`config.mk`:
```
export PLATFORM = sky130hd
export DESIGN_NAME = motor_speed_ramp_pd_controller
export DESIGN_NICKNAME = d
export VERILOG_FILES = /design/src/rtl/core/mspd_pkg.sv /design/src/rtl/core/mspd_div.sv /design/src/rtl/core/motor_speed_ramp_pd_controller.sv
export VERILOG_INCLUDE_DIRS = /design/src /design/src/rtl/core
export SDC_FILE = /design/constraint.sdc
export NUM_CORES = 2
export LEC_CHECK = 0
export BUFFER_PORTS_ARGS = -buffer_cell sky130_fd_sc_hd__buf_2
export CAP_MARGIN = 20
export CORE_UTILIZATION = 61
export DETAILED_ROUTE_END_ITERATION = 12
export MAX_ROUTING_LAYER = met4
export PLACE_DENSITY = 0.78
export SYNTH_ARGS = -nofsm -noshare
export SYNTH_HDL_FRONTEND = slang
export SYNTH_SLANG_ARGS = --single-unit
```
`constraint.sdc`:
```
create_clock -name clk -period 10.94 [get_ports clk]
set_clock_uncertainty 0.1 [all_clocks]
set_input_delay 1.641 -clock clk [delete_from_list [all_inputs] [get_ports clk]]
set_output_delay 1.641 -clock clk [all_outputs]
set_load 0.02 [all_outputs]
```
`src/rtl/core/motor_speed_ramp_pd_controller_defines.svh`:
```
// ----------------------------------------------------------------------------
// Speed loop assertion macros
// Shared property shapes for the motor speed loop checks. Each macro expects
// clk and arst_n in scope and disables the check while reset is asserted.
// ----------------------------------------------------------------------------
`ifndef MOTOR_SPEED_RAMP_PD_CONTROLLER_DEFINES_SVH
`define MOTOR_SPEED_RAMP_PD_CONTROLLER_DEFINES_SVH

// Same-cycle implication.
`define MSPD_ASSERT_IMP(lbl, ante, cons) \
	lbl: assert property (@(posedge clk) disable iff (!arst_n) (ante) |-> (cons)) \
		else $error("speed loop check failed");

// Next-cycle implication.
`define MSPD_ASSERT_NXT(lbl, ante, cons) \
	lbl: assert property (@(posedge clk) disable iff (!arst_n) (ante) |=> (cons)) \
		else $error("speed loop check failed");

`endif

```
`src/rtl/core/mspd_pkg.sv`:
```
// ----------------------------------------------------------------------------
// Speed loop package
// Widths, command and register codes, and the small fixed-point helpers
// shared by the speed loop and its divider.
// ----------------------------------------------------------------------------
package mspd_pkg;

	// Field widths.
	localparam int CMD_W     = 2;
	localparam int DIST_W    = 16;
	localparam int SPD_W     = 24;
	localparam int DT_W      = 20;
	localparam int DUTY_W    = 8;
	localparam int CFG_IDX_W = 3;
	localparam int CFG_W     = 16;
	localparam int MIN_DRV_W = 9;
	localparam int GAIN_W    = 11;

	// Divider geometry: |distance| * 1e6 needs 35 bits, divisor is the time delta.
	localparam int DIV_N     = 35;
	localparam int DIV_D     = DT_W;
	localparam int DIV_CNT_W = $clog2(DIV_N + 1);

	// Commands.
	localparam logic [CMD_W-1:0] CMD_TICK  = 2'd0;
	localparam logic [CMD_W-1:0] CMD_SET   = 2'd1;
	localparam logic [CMD_W-1:0] CMD_RESET = 2'd2;

	// Register indexes.
	localparam logic [CFG_IDX_W-1:0] REG_ENABLE    = 3'd0;
	localparam logic [CFG_IDX_W-1:0] REG_KP        = 3'd1;
	localparam logic [CFG_IDX_W-1:0] REG_KD        = 3'd2;
	localparam logic [CFG_IDX_W-1:0] REG_MIN_DRIVE = 3'd3;
	localparam logic [CFG_IDX_W-1:0] REG_MAX_DRIVE = 3'd4;
	localparam logic [CFG_IDX_W-1:0] REG_RAMP_STEP = 3'd5;
	localparam logic [CFG_IDX_W-1:0] REG_POLARITY  = 3'd6;

	// Scale from Q8.8 distance per microsecond to Q16.8 speed per second.
	localparam logic signed [20:0] DIST_SCALE = 21'sd1000000;

	// Speed limits in Q16.8.
	localparam logic signed [SPD_W-1:0] SPD_MAX = 24'sh7FFFFF;
	localparam logic signed [SPD_W-1:0] SPD_MIN = 24'sh800000;

	// Gain table break points on |drive| in Q16.8 and Q4.12 multipliers.
	localparam logic [SPD_W-1:0] TH_150 = 24'(150 * 256);
	localparam logic [SPD_W-1:0] TH_250 = 24'(250 * 256);
	localparam logic [SPD_W-1:0] TH_350 = 24'(350 * 256);
	localparam logic [SPD_W-1:0] TH_450 = 24'(450 * 256);
	localparam logic [SPD_W-1:0] TH_550 = 24'(550 * 256);
	localparam logic [SPD_W-1:0] TH_650 = 24'(650 * 256);

	// Sign-extend a speed to the common wide working width.
	function automatic logic signed [47:0] sx48(input logic [SPD_W-1:0] v);
		return $signed({{24{v[SPD_W-1]}}, v});
	endfunction

	// Saturate a wide signed value to the Q16.8 speed range.
	function automatic logic signed [SPD_W-1:0] sat_spd(input logic signed [47:0] v);
		if (v > sx48(SPD_MAX)) begin
			return SPD_MAX;
		end else if (v < sx48(SPD_MIN)) begin
			return SPD_MIN;
		end
		return v[SPD_W-1:0];
	endfunction

	// Magnitude of a speed; the most negative value maps to 2^23.
	function automatic logic [SPD_W-1:0] abs_spd(input logic [SPD_W-1:0] v);
		return v[SPD_W-1] ? (24'd0 - v) : v;
	endfunction

	// Piecewise gain on the drive magnitude.
	function automatic logic [GAIN_W-1:0] gain_lookup(input logic [SPD_W-1:0] m);
		if (m <= TH_150) begin
			return 11'd1638;
		end else if (m <= TH_250) begin
			return 11'd860;
		end else if (m <= TH_350) begin
			return 11'd655;
		end else if (m <= TH_450) begin
			return 11'd553;
		end else if (m <= TH_550) begin
			return 11'd492;
		end else if (m <= TH_650) begin
			return 11'd451;
		end
		return 11'd410;
	endfunction

endpackage

```
`src/rtl/core/mspd_div.sv`:
```
// ----------------------------------------------------------------------------
// Speed loop divider
// Unsigned restoring divider, one quotient bit per clock. A start pulse loads
// the operands; done pulses for one cycle when the quotient is ready.
// ----------------------------------------------------------------------------
module mspd_div (
	input  logic                         clk,
	input  logic                         arst_n,
	input  logic                         start,
	input  logic [mspd_pkg::DIV_N-1:0]   dividend,
	input  logic [mspd_pkg::DIV_D-1:0]   divisor,
	output logic                         done,
	output logic [mspd_pkg::DIV_N-1:0]   quotient
);
	import mspd_pkg::*;

	logic [DIV_D-1:0]     rem_q;
	logic [DIV_N-1:0]     quo_q;
	logic [DIV_CNT_W-1:0] cnt_q;
	logic                 run_q;
	logic                 done_q;
	logic [DIV_D:0]       trial;
	logic [DIV_D:0]       diff;
	logic                 fits;

	// Shift the next dividend bit into the partial remainder and try a subtract.
	assign trial = {rem_q, quo_q[DIV_N-1]};
	assign diff  = trial - {1'b0, divisor};
	assign fits  = (trial >= {1'b0, divisor});

	// Iteration registers.
	always_ff @(posedge clk or negedge arst_n) begin
		if (!arst_n) begin
			rem_q  <= '0;
			quo_q  <= '0;
			cnt_q  <= '0;
			run_q  <= 1'b0;
			done_q <= 1'b0;
		end else begin
			done_q <= 1'b0;
			if (start) begin
				rem_q <= '0;
				quo_q <= dividend;
				cnt_q <= DIV_CNT_W'(DIV_N);
				run_q <= 1'b1;
			end else if (run_q) begin
				rem_q <= fits ? diff[DIV_D-1:0] : trial[DIV_D-1:0];
				quo_q <= {quo_q[DIV_N-2:0], fits};
				cnt_q <= cnt_q - 1'b1;
				if (cnt_q == DIV_CNT_W'(1)) begin
					run_q  <= 1'b0;
					done_q <= 1'b1;
				end
			end
		end
	end

	assign done     = done_q;
	assign quotient = quo_q;

endmodule

```
`src/rtl/core/motor_speed_ramp_pd_controller.sv`:
```
// ----------------------------------------------------------------------------
// Motor speed ramp PD controller
// Speed loop for one motor: ramped target, averaged speed measurement, PD
// correction, piecewise gain and a clamped drive split into duty and direction.
// Input channel: in_valid/in_stall carry one command beat; output channel:
// out_valid/out_stall return one status beat for every command.
// A control tick with a nonzero time delta runs the bit-serial speed divider
// and single steps of a sequencer around one shared multiplier; no new command
// is taken until it is done. Other commands and disabled ticks go straight to
// the final step, and zero-delta ticks pass through the ramp step only.
// The input side takes a new beat whenever the sequencer is idle, even while
// the previous result waits in the output register; a stalled receiver holds
// the finished result in the sequencer until the output register frees up.
// Reset clears the loop state (ramp active, zero speeds and drive, direction
// set) and loads the register defaults; the block is ready right after reset.
// ----------------------------------------------------------------------------
`include "motor_speed_ramp_pd_controller_defines.svh"

module motor_speed_ramp_pd_controller (
	input  logic                                 clk,
	input  logic                                 arst_n,
	// Configuration writes.
	input  logic                                 cfg_we,
	input  logic [mspd_pkg::CFG_IDX_W-1:0]       cfg_index,
	input  logic [mspd_pkg::CFG_W-1:0]           cfg_data,
	// Command channel.
	input  logic                                 in_valid,
	output logic                                 in_stall,
	input  logic [mspd_pkg::CMD_W-1:0]           command,
	input  logic signed [mspd_pkg::DIST_W-1:0]   travel_delta,
	input  logic signed [mspd_pkg::SPD_W-1:0]    angle_correction,
	input  logic signed [mspd_pkg::SPD_W-1:0]    position_correction,
	input  logic [mspd_pkg::DT_W-1:0]            time_delta_us,
	input  logic signed [mspd_pkg::SPD_W-1:0]    speed_value,
	// Status channel.
	output logic                                 out_valid,
	input  logic                                 out_stall,
	output logic [mspd_pkg::DUTY_W-1:0]          drive_duty,
	output logic                                 direction_bit,
	output logic signed [mspd_pkg::SPD_W-1:0]    measured_speed,
	output logic signed [mspd_pkg::SPD_W-1:0]    ramp_speed
);
	import mspd_pkg::*;

	typedef enum logic [3:0] {
		S_IDLE,
		S_RAMP,
		S_MUL_DIST,
		S_DIV_START,
		S_DIV_WAIT,
		S_TGT,
		S_ERR,
		S_DERR,
		S_MUL_KP,
		S_MUL_KD,
		S_PD,
		S_PMAG,
		S_MUL_GAIN,
		S_DRIVE,
		S_DONE
	} state_t;

	typedef struct packed {
		logic              dir;
		logic [DUTY_W-1:0] duty;
	} drive_t;

	// Clamp a signed drive and split it into direction and duty.
	function automatic drive_t drive_out(
		input logic signed [13:0]          d,
		input logic signed [MIN_DRV_W-1:0] mn,
		input logic [DUTY_W-1:0]           mx,
		input logic                        pol
	);
		logic signed [13:0] mn_x;
		logic signed [13:0] mx_x;
		logic signed [13:0] c;
		logic [13:0]        m;
		drive_t             r;
		mn_x = $signed({{5{mn[MIN_DRV_W-1]}}, mn});
		mx_x = $signed({6'b0, mx});
		c = d;
		if (d < mn_x) begin
			c = mn_x;
		end else if (d > mx_x) begin
			c = mx_x;
		end
		if (c[13]) begin
			m      = 14'd0 - c;
			r.dir  = pol;
			r.duty = (m > 14'd255) ? 8'hFF : m[7:0];
		end else begin
			m      = c;
			r.dir  = ~pol;
			r.duty = (m > 14'd255) ? 8'hFF : m[7:0];
		end
		return r;
	endfunction

	// Configuration registers.
	logic                        enable_q;
	logic [CFG_W-1:0]            kp_q;
	logic [CFG_W-1:0]            kd_q;
	logic signed [MIN_DRV_W-1:0] min_drive_q;
	logic [DUTY_W-1:0]           max_drive_q;
	logic [CFG_W-1:0]            ramp_step_q;
	logic                        polarity_q;

	// Sequencer and loop state.
	state_t                      state_q;
	logic signed [SPD_W-1:0]     target_q;
	logic signed [SPD_W-1:0]     ramped_q;
	logic                        ramping_q;
	logic signed [SPD_W-1:0]     prev_err_q;
	logic signed [SPD_W-1:0]     avg_q;
	logic signed [SPD_W-1:0]     prev_raw_q;
	logic [DUTY_W-1:0]           duty_q;
	logic                        dir_q;

	// Latched tick operands and intermediate results.
	logic signed [DIST_W-1:0]    dist_q;
	logic signed [SPD_W-1:0]     ac_q;
	logic signed [SPD_W-1:0]     pc_q;
	logic [DT_W-1:0]             dt_q;
	logic signed [45:0]          prod_q;
	logic signed [45:0]          acc_q;
	logic signed [SPD_W-1:0]     t_q;
	logic signed [SPD_W-1:0]     e_q;
	logic signed [SPD_W-1:0]     de_q;
	logic signed [SPD_W-1:0]     pd_q;
	logic [SPD_W-1:0]            mag_q;
	logic                        p_neg_q;

	// Output register.
	logic                        out_valid_q;
	logic [DUTY_W-1:0]           out_duty_q;
	logic                        out_dir_q;
	logic signed [SPD_W-1:0]     out_meas_q;
	logic signed [SPD_W-1:0]     out_ramp_q;

	// Combinational datapath.
	logic                        in_accept;
	logic signed [24:0]          mul_a;
	logic signed [20:0]          mul_b;
	logic signed [45:0]          mul_p;
	logic [16:0]                 dist_mag;
	logic                        div_start;
	logic                        div_done;
	logic [DIV_N-1:0]            div_quo;
	logic [SPD_W-1:0]            ramped_abs;
	logic [SPD_W-1:0]            target_abs;
	logic                        ramp_reached;
	logic signed [SPD_W-1:0]     ramp_up;
	logic signed [SPD_W-1:0]     ramp_dn;
	logic signed [SPD_W-1:0]     ramp_next;
	logic signed [SPD_W-1:0]     raw_val;
	logic signed [24:0]          avg_sum;
	logic signed [24:0]          avg_adj;
	logic signed [SPD_W-1:0]     avg_val;
	logic signed [SPD_W-1:0]     t_val;
	logic signed [SPD_W-1:0]     e_val;
	logic signed [SPD_W-1:0]     de_val;
	logic signed [47:0]          pd_sum;
	logic signed [47:0]          pd_adj;
	logic signed [47:0]          pd_shift;
	logic signed [SPD_W-1:0]     pd_val;
	logic signed [SPD_W-1:0]     p_val;
	logic [12:0]                 gain_q13;
	logic [13:0]                 drive_mag;
	logic signed [13:0]          drive_val;
	drive_t                      tick_drive;
	drive_t                      reset_drive;

	assign in_stall  = (state_q != S_IDLE);
	assign in_accept = in_valid && !in_stall;

	// Configuration write decode.
	always_ff @(posedge clk or negedge arst_n) begin
		if (!arst_n) begin
			enable_q    <= 1'b0;
			kp_q        <= 16'd4096;
			kd_q        <= 16'd0;
			min_drive_q <= -9'sd255;
			max_drive_q <= 8'd255;
			ramp_step_q <= 16'd2048;
			polarity_q  <= 1'b0;
		end else if (cfg_we) begin
			unique case (cfg_index)
				REG_ENABLE:    enable_q    <= cfg_data[0];
				REG_KP:        kp_q        <= cfg_data;
				REG_KD:        kd_q        <= cfg_data;
				REG_MIN_DRIVE: min_drive_q <= cfg_data[MIN_DRV_W-1:0];
				REG_MAX_DRIVE: max_drive_q <= cfg_data[DUTY_W-1:0];
				REG_RAMP_STEP: ramp_step_q <= cfg_data;
				REG_POLARITY:  polarity_q  <= cfg_data[0];
				default: ;
			endcase
		end
	end

	// Shared multiplier: operands picked by the sequencer step.
	assign dist_mag = dist_q[DIST_W-1] ? (17'd0 - {1'b1, dist_q}) : {1'b0, dist_q};

	always_comb begin
		mul_a = '0;
		mul_b = '0;
		case (state_q)
			S_MUL_DIST: begin
				mul_a = $signed({8'b0, dist_mag});
				mul_b = DIST_SCALE;
			end
			S_MUL_KP: begin
				mul_a = $signed({e_q[SPD_W-1], e_q});
				mul_b = $signed({5'b0, kp_q});
			end
			S_MUL_KD: begin
				mul_a = $signed({de_q[SPD_W-1], de_q});
				mul_b = $signed({5'b0, kd_q});
			end
			S_MUL_GAIN: begin
				mul_a = $signed({1'b0, mag_q});
				mul_b = $signed({10'b0, gain_lookup(mag_q)});
			end
			default: ;
		endcase
	end

	assign mul_p = mul_a * mul_b;

	// Speed divider: scaled distance over the time delta.
	assign div_start = (state_q == S_DIV_START);

	mspd_div u_div (
		.clk      (clk),
		.arst_n   (arst_n),
		.start    (div_start),
		.dividend (prod_q[DIV_N-1:0]),
		.divisor  (dt_q),
		.done     (div_done),
		.quotient (div_quo)
	);

	// Ramp step toward the target.
	assign ramped_abs   = abs_spd(ramped_q);
	assign target_abs   = abs_spd(target_q);
	assign ramp_reached = (ramped_abs >= target_abs);
	assign ramp_up      = sat_spd(sx48(ramped_q) + {32'b0, ramp_step_q});
	assign ramp_dn      = sat_spd(sx48(ramped_q) - {32'b0, ramp_step_q});

	always_comb begin
		if (!ramping_q || ramp_reached) begin
			ramp_next = target_q;
		end else if (target_q[SPD_W-1]) begin
			ramp_next = ramp_dn;
		end else begin
			ramp_next = ramp_up;
		end
	end

	// Raw speed with sign and saturation, then the two-sample average.
	always_comb begin
		if (dist_q[DIST_W-1]) begin
			raw_val = (div_quo > 35'd8388608) ? SPD_MIN : (24'd0 - div_quo[SPD_W-1:0]);
		end else begin
			raw_val = (div_quo > 35'd8388607) ? SPD_MAX : div_quo[SPD_W-1:0];
		end
	end

	assign avg_sum = {raw_val[SPD_W-1], raw_val} + {prev_raw_q[SPD_W-1], prev_raw_q};
	assign avg_adj = avg_sum + {24'b0, avg_sum[24]};
	assign avg_val = avg_adj[24:1];

	// Target, error and error change.
	assign t_val  = sat_spd(sx48(ramped_q) + sx48(ac_q) + sx48(pc_q));
	assign e_val  = sat_spd(sx48(t_q) - sx48(avg_q));
	assign de_val = sat_spd(sx48(e_q) - sx48(prev_err_q));

	// PD term: sum of products divided by 4096, truncated toward zero.
	assign pd_sum   = {{2{acc_q[45]}}, acc_q} + {{2{prod_q[45]}}, prod_q};
	assign pd_adj   = pd_sum + (pd_sum[47] ? 48'sd4095 : 48'sd0);
	assign pd_shift = pd_adj >>> 12;
	assign pd_val   = sat_spd(pd_shift);
	assign p_val    = sat_spd(sx48(t_q) + sx48(pd_q));

	// Scaled magnitude, capped, with the drive sign restored.
	assign gain_q13   = (prod_q[45:20] > 26'd4096) ? 13'd4096 : prod_q[32:20];
	assign drive_mag  = {1'b0, gain_q13};
	assign drive_val  = p_neg_q ? $signed(14'd0 - drive_mag) : $signed(drive_mag);
	assign tick_drive = drive_out(drive_val, min_drive_q, max_drive_q, polarity_q);
	assign reset_drive = drive_out(14'sd0, min_drive_q, max_drive_q, polarity_q);

	// Sequencer, loop state and output register.
	always_ff @(posedge clk or negedge arst_n) begin
		if (!arst_n) begin
			state_q     <= S_IDLE;
			target_q    <= '0;
			ramped_q    <= '0;
			ramping_q   <= 1'b1;
			prev_err_q  <= '0;
			avg_q       <= '0;
			prev_raw_q  <= '0;
			duty_q      <= '0;
			dir_q       <= 1'b1;
			dist_q      <= '0;
			ac_q        <= '0;
			pc_q        <= '0;
			dt_q        <= '0;
			prod_q      <= '0;
			acc_q       <= '0;
			t_q         <= '0;
			e_q         <= '0;
			de_q        <= '0;
			pd_q        <= '0;
			mag_q       <= '0;
			p_neg_q     <= 1'b0;
			out_valid_q <= 1'b0;
			out_duty_q  <= '0;
			out_dir_q   <= 1'b0;
			out_meas_q  <= '0;
			out_ramp_q  <= '0;
		end else begin
			prod_q <= mul_p;
			// The final step refills the output register itself.
			if (out_valid_q && !out_stall && state_q != S_DONE) begin
				out_valid_q <= 1'b0;
			end
			unique case (state_q)
				S_IDLE: begin
					if (in_accept) begin
						dist_q  <= travel_delta;
						ac_q    <= angle_correction;
						pc_q    <= position_correction;
						dt_q    <= time_delta_us;
						unique case (command)
							CMD_TICK: begin
								// A disabled tick reports the unchanged state.
								if (enable_q) begin
									state_q <= S_RAMP;
								end else begin
									state_q <= S_DONE;
								end
							end
							CMD_SET: begin
								target_q <= speed_value;
								if (ramped_q != speed_value) begin
									prev_err_q <= '0;
								end
								state_q <= S_DONE;
							end
							CMD_RESET: begin
								ramping_q  <= 1'b1;
								ramped_q   <= '0;
								prev_err_q <= '0;
								duty_q     <= reset_drive.duty;
								dir_q      <= reset_drive.dir;
								state_q    <= S_DONE;
							end
							default: state_q <= S_DONE;
						endcase
					end
				end
				S_RAMP: begin
					ramped_q <= ramp_next;
					if (ramping_q && ramp_reached) begin
						ramping_q <= 1'b0;
					end
					state_q <= (dt_q == '0) ? S_DONE : S_MUL_DIST;
				end
				S_MUL_DIST: begin
					state_q <= S_DIV_START;
				end
				S_DIV_START: begin
					state_q <= S_DIV_WAIT;
				end
				S_DIV_WAIT: begin
					if (div_done) begin
						avg_q      <= avg_val;
						prev_raw_q <= raw_val;
						state_q    <= S_TGT;
					end
				end
				S_TGT: begin
					t_q     <= t_val;
					state_q <= S_ERR;
				end
				S_ERR: begin
					e_q     <= e_val;
					state_q <= S_DERR;
				end
				S_DERR: begin
					de_q       <= de_val;
					prev_err_q <= e_q;
					state_q    <= S_MUL_KP;
				end
				S_MUL_KP: begin
					state_q <= S_MUL_KD;
				end
				S_MUL_KD: begin
					acc_q   <= prod_q;
					state_q <= S_PD;
				end
				S_PD: begin
					pd_q    <= pd_val;
					state_q <= S_PMAG;
				end
				S_PMAG: begin
					mag_q   <= abs_spd(p_val);
					p_neg_q <= p_val[SPD_W-1];
					state_q <= S_MUL_GAIN;
				end
				S_MUL_GAIN: begin
					state_q <= S_DRIVE;
				end
				S_DRIVE: begin
					duty_q  <= tick_drive.duty;
					dir_q   <= tick_drive.dir;
					state_q <= S_DONE;
				end
				S_DONE: begin
					// Hand the status beat over once the output register is free.
					if (!out_valid_q || !out_stall) begin
						out_valid_q <= 1'b1;
						out_duty_q  <= duty_q;
						out_dir_q   <= dir_q;
						out_meas_q  <= avg_q;
						out_ramp_q  <= ramped_q;
						state_q     <= S_IDLE;
					end
				end
				default: state_q <= S_IDLE;
			endcase
		end
	end

	assign out_valid      = out_valid_q;
	assign drive_duty     = out_duty_q;
	assign direction_bit  = out_dir_q;
	assign measured_speed = out_meas_q;
	assign ramp_speed     = out_ramp_q;

	// The divider only reports a quotient while the sequencer waits for it.
	`MSPD_ASSERT_IMP(a_div_done_in_wait, div_done, state_q == S_DIV_WAIT)
	// An accepted command always moves the sequencer out of idle.
	`MSPD_ASSERT_NXT(a_accept_leaves_idle, in_accept, state_q != S_IDLE)
	// A status beat is only raised from the final sequencer step.
	`MSPD_ASSERT_IMP(a_out_from_done, $rose(out_valid_q), $past(state_q) == S_DONE)

endmodule
```
==> impl_metrics.env <==
export IMPL_stdcell_area_mm2=0.0663
export IMPL_post_cts_resized=0
export IMPL_fp_dieH_um=319
export IMPL_r2r_end="prod_q[44]"
export IMPL_path_delay_family="adder cells"
export IMPL_grt_max_degree=168
export IMPL_synth_seq_cells=619
export IMPL_die_w_um=319
export IMPL_fmax_mhz=95.0
export IMPL_slew_headroom_pct=21.0
export IMPL_yosysUniqueCellTypes=88
export IMPL_hold_viol=0
export IMPL_io_buffers=192
export IMPL_grt_setup_unrepaired="false"
export IMPL_dieArea_mm2=0.102
export IMPL_fp_coreArea_mm2=0.0990
export IMPL_critPathCaptureType="flop"
export IMPL_post_cts_setup_buffers=0
export IMPL_outcome="finished, final reports clean"
export IMPL_slowest_delay_ns=0.71
export IMPL_synth_top_area_cell="dfrtp_1"
export IMPL_route_detailed_drc=0
export IMPL_io_pins=193
export IMPL_final_core_util_pct=67.0
export IMPL_combPwrFrac_pct=56.0
export IMPL_synthesis_area_mm2=0.0613
export IMPL_layout_drive_gt1_share_pct=11.0
export IMPL_wire_per_inst_um=22.0
export IMPL_synth_edf_count=0
export IMPL_cts_inserted_buffers=73
export IMPL_ir_drop_mv=0.181
export IMPL_worstHoldEndpoint="measured_speed[15]"
export IMPL_vias_per_cell=6.13
export IMPL_synthTopCellsByCount="894 x inv_1, 761 x nand2_1, 605 x dfrtp_1"
export IMPL_netSwitchingPower_w=0.00603
export IMPL_antenna_found_initial=5
export IMPL_rows=115
export IMPL_yosysMostFrequentCell="inv_1"
export IMPL_overflow=0
export IMPL_drt_pass1_iter_count=7
export IMPL_cts_buffer_depth=3
export IMPL_dp_final_hpwl_um=146000
export IMPL_syn_to_final_growth_pct=8.25
export IMPL_syn_inst=6903
export IMPL_p_per_area_mw_per_mm2=201
export IMPL_r2r_start="state_q[3]"
export IMPL_crit_path_start_kind="flop"
export IMPL_async_flop_share_pct=100
export IMPL_finalWirelength_um=184000
export IMPL_grt_first_pass_wirelength_um=287000
export IMPL_synthFlopType="dfrtp_1"
export IMPL_pwr_share_clk_pct=19.0
export IMPL_min_period_ns=10.53
export IMPL_worstPathArrival_ns=10.98
export IMPL_switching_share_pct=45.3
export IMPL_clk_pin_slew_ns=0.07
export IMPL_crit_buf_inv=6
export IMPL_slew_violations=0
export IMPL_critPathKind="reg -> reg"
export IMPL_fin_setup_tns_ns=0
export IMPL_hold_path_class="reg -> reg"
export IMPL_grt_pass1_vias=50443
export IMPL_fin_nets=8096
export IMPL_synth_area_leaders="dfrtp_1 25%, fa_1 18%, ha_1 8.3%"
export IMPL_min_path_cells=2
export IMPL_crit_slowest_cell="a2111oi_2"
export IMPL_crit_fanout=9
export IMPL_avgSynthCellArea_um2=8.88
export IMPL_place_congestion=1.00
export IMPL_postRouteAntennaNets=0
export IMPL_postCtsHoldBufs=0
export IMPL_reg2reg_slack_ns=0.41
export IMPL_synth_top_area_share_pct=24.7
export IMPL_grt_total_usage_pct=37.5
export IMPL_initial_utilization_pct=61.9
export IMPL_ys_seq_area_share_pct=25.3
export IMPL_hold_path_startpoint="measured_speed[15]"
export IMPL_fin_crit_sh_pct=96.2
export IMPL_htreeDepth=3
export IMPL_yosys_warnings=0
export IMPL_r2r_cells=31
export IMPL_drtIter0Drc=4494
export IMPL_root_buffer="clkbuf_16"
export IMPL_clkLatencyLatePin_ns=0.65
export IMPL_p_leak_nw=31.0
export IMPL_numClockSinks=619
export IMPL_finalSetupViolCount=0
export IMPL_worst_path_most_repeated_cell="fa_1"
export IMPL_cp_required_ns=11.40
export IMPL_intPower_w=0.00728
export IMPL_vias=51223
export IMPL_placed_area_mm2=0.0637
export IMPL_worst_pin_slew_ns=1.18
export IMPL_cts_tree="yes"
export IMPL_pwr_share_seq_pct=25.0
export IMPL_crit_start="state_q[3]"
export IMPL_cap_violations=0
per-stage QoR:
step	hold slack (ns)	instances	setup WS [ns]	total power (W)
finish	0.374	8361	0.415	0.0133
global route	0.398	8361	0.0520	0.0143
CTS	0.378	8351	0.165	0.0133
detailed placement	0.365	8219	0.212	0.0107
global placement	0.358	8219	0.565	0.0105
floorplan	0.350	6937	1.66	0.00871
tightest hold or removal path, cell delays in order, from the launching register on:
cell	delay (ns)
dfrtp_1	0.33
nand2_1	0.04
o21ai_0	0.06
power groups by stage:
| stage | sequential [W] | clock (W) | combinational [W] |
|---|---|---|---|
| after floorplan | 0.00314 | 0 | 0.00557 |
| after global placement | 0.00332 | 0 | 0.00717 |
| after detailed placement | 0.00334 | 0 | 0.00734 |
| after CTS | 0.00331 | 0.00255 | 0.00740 |
| after global routing | 0.00337 | 0.00264 | 0.00828 |
| final | 0.00333 | 0.00253 | 0.00746 |
cell families (layout without fill, tap and decap cells):
| family | Yosys count | after routing | synth area share (%) |
|---|---|---|---|
| xor gates and xnor gates | 378 | 378 | 5.40 |
| buffers and inverters | 1179 | 1313 | 7.23 |
| AOI/OAI and AO/OA | 1434 | 1434 | 14.8 |
| muxes | 323 | 323 | 5.80 |
| DFF | 619 | 619 | 25.3 |
| and+or+nand+nor | 1988 | 1988 | 15.0 |
| other | 2 | 39 | 0.0123 |
| adders and majority gates | 980 | 980 | 26.5 |
final cells by class:
type | instances | area (µm²)
well taps | 1287 | 1610
inverters | 895 | 3360
repair buffers | 286 | 1750
flip-flops and latches | 619 | 15500
multi-input cells | 5139 | 41600
clock buffers | 101 | 2140
clock inverters | 31 | 329
fillers | 8096 | 32700
diodes | 3 | 7.51
metal layers:
layer / up-vias / track usage, % / wire length (µm)
met5: - / - / 0
met4: 0 / 15.8 / 9060
met3: 402 / 6.20 / 15600
met2: 2033 / 57.9 / 84900
met1: 25338 / 49.1 / 74600
li1: 23450 / - / -
layout by cell type (no fill, tap or decap), drive strengths merged, types with 121 or more instances in the layout:
cell,instances
a21o,127
nor3,121
nand3,134
xor2,139
mux2,258
buf,285
nand2,761
fa,540
inv,900
dfrtp,605
ha,408
nor2,490
o21ai,450
xnor2,239
a21oi,343
worst max path at each step:
stage | end | slack (ns) | cells after the start
finish | prod_q[44] | 0.41 | 31
global route | prod_q[44] | 0.05 | 33
CTS | prod_q[44] | 0.16 | 34
detailed placement | prod_q[44] | 0.21 | 34
global placement | prod_q[44] | 0.56 | 35
floorplan | prod_q[44] | 1.66 | 38
Note: power is estimated with default switching activity, not from simulation.
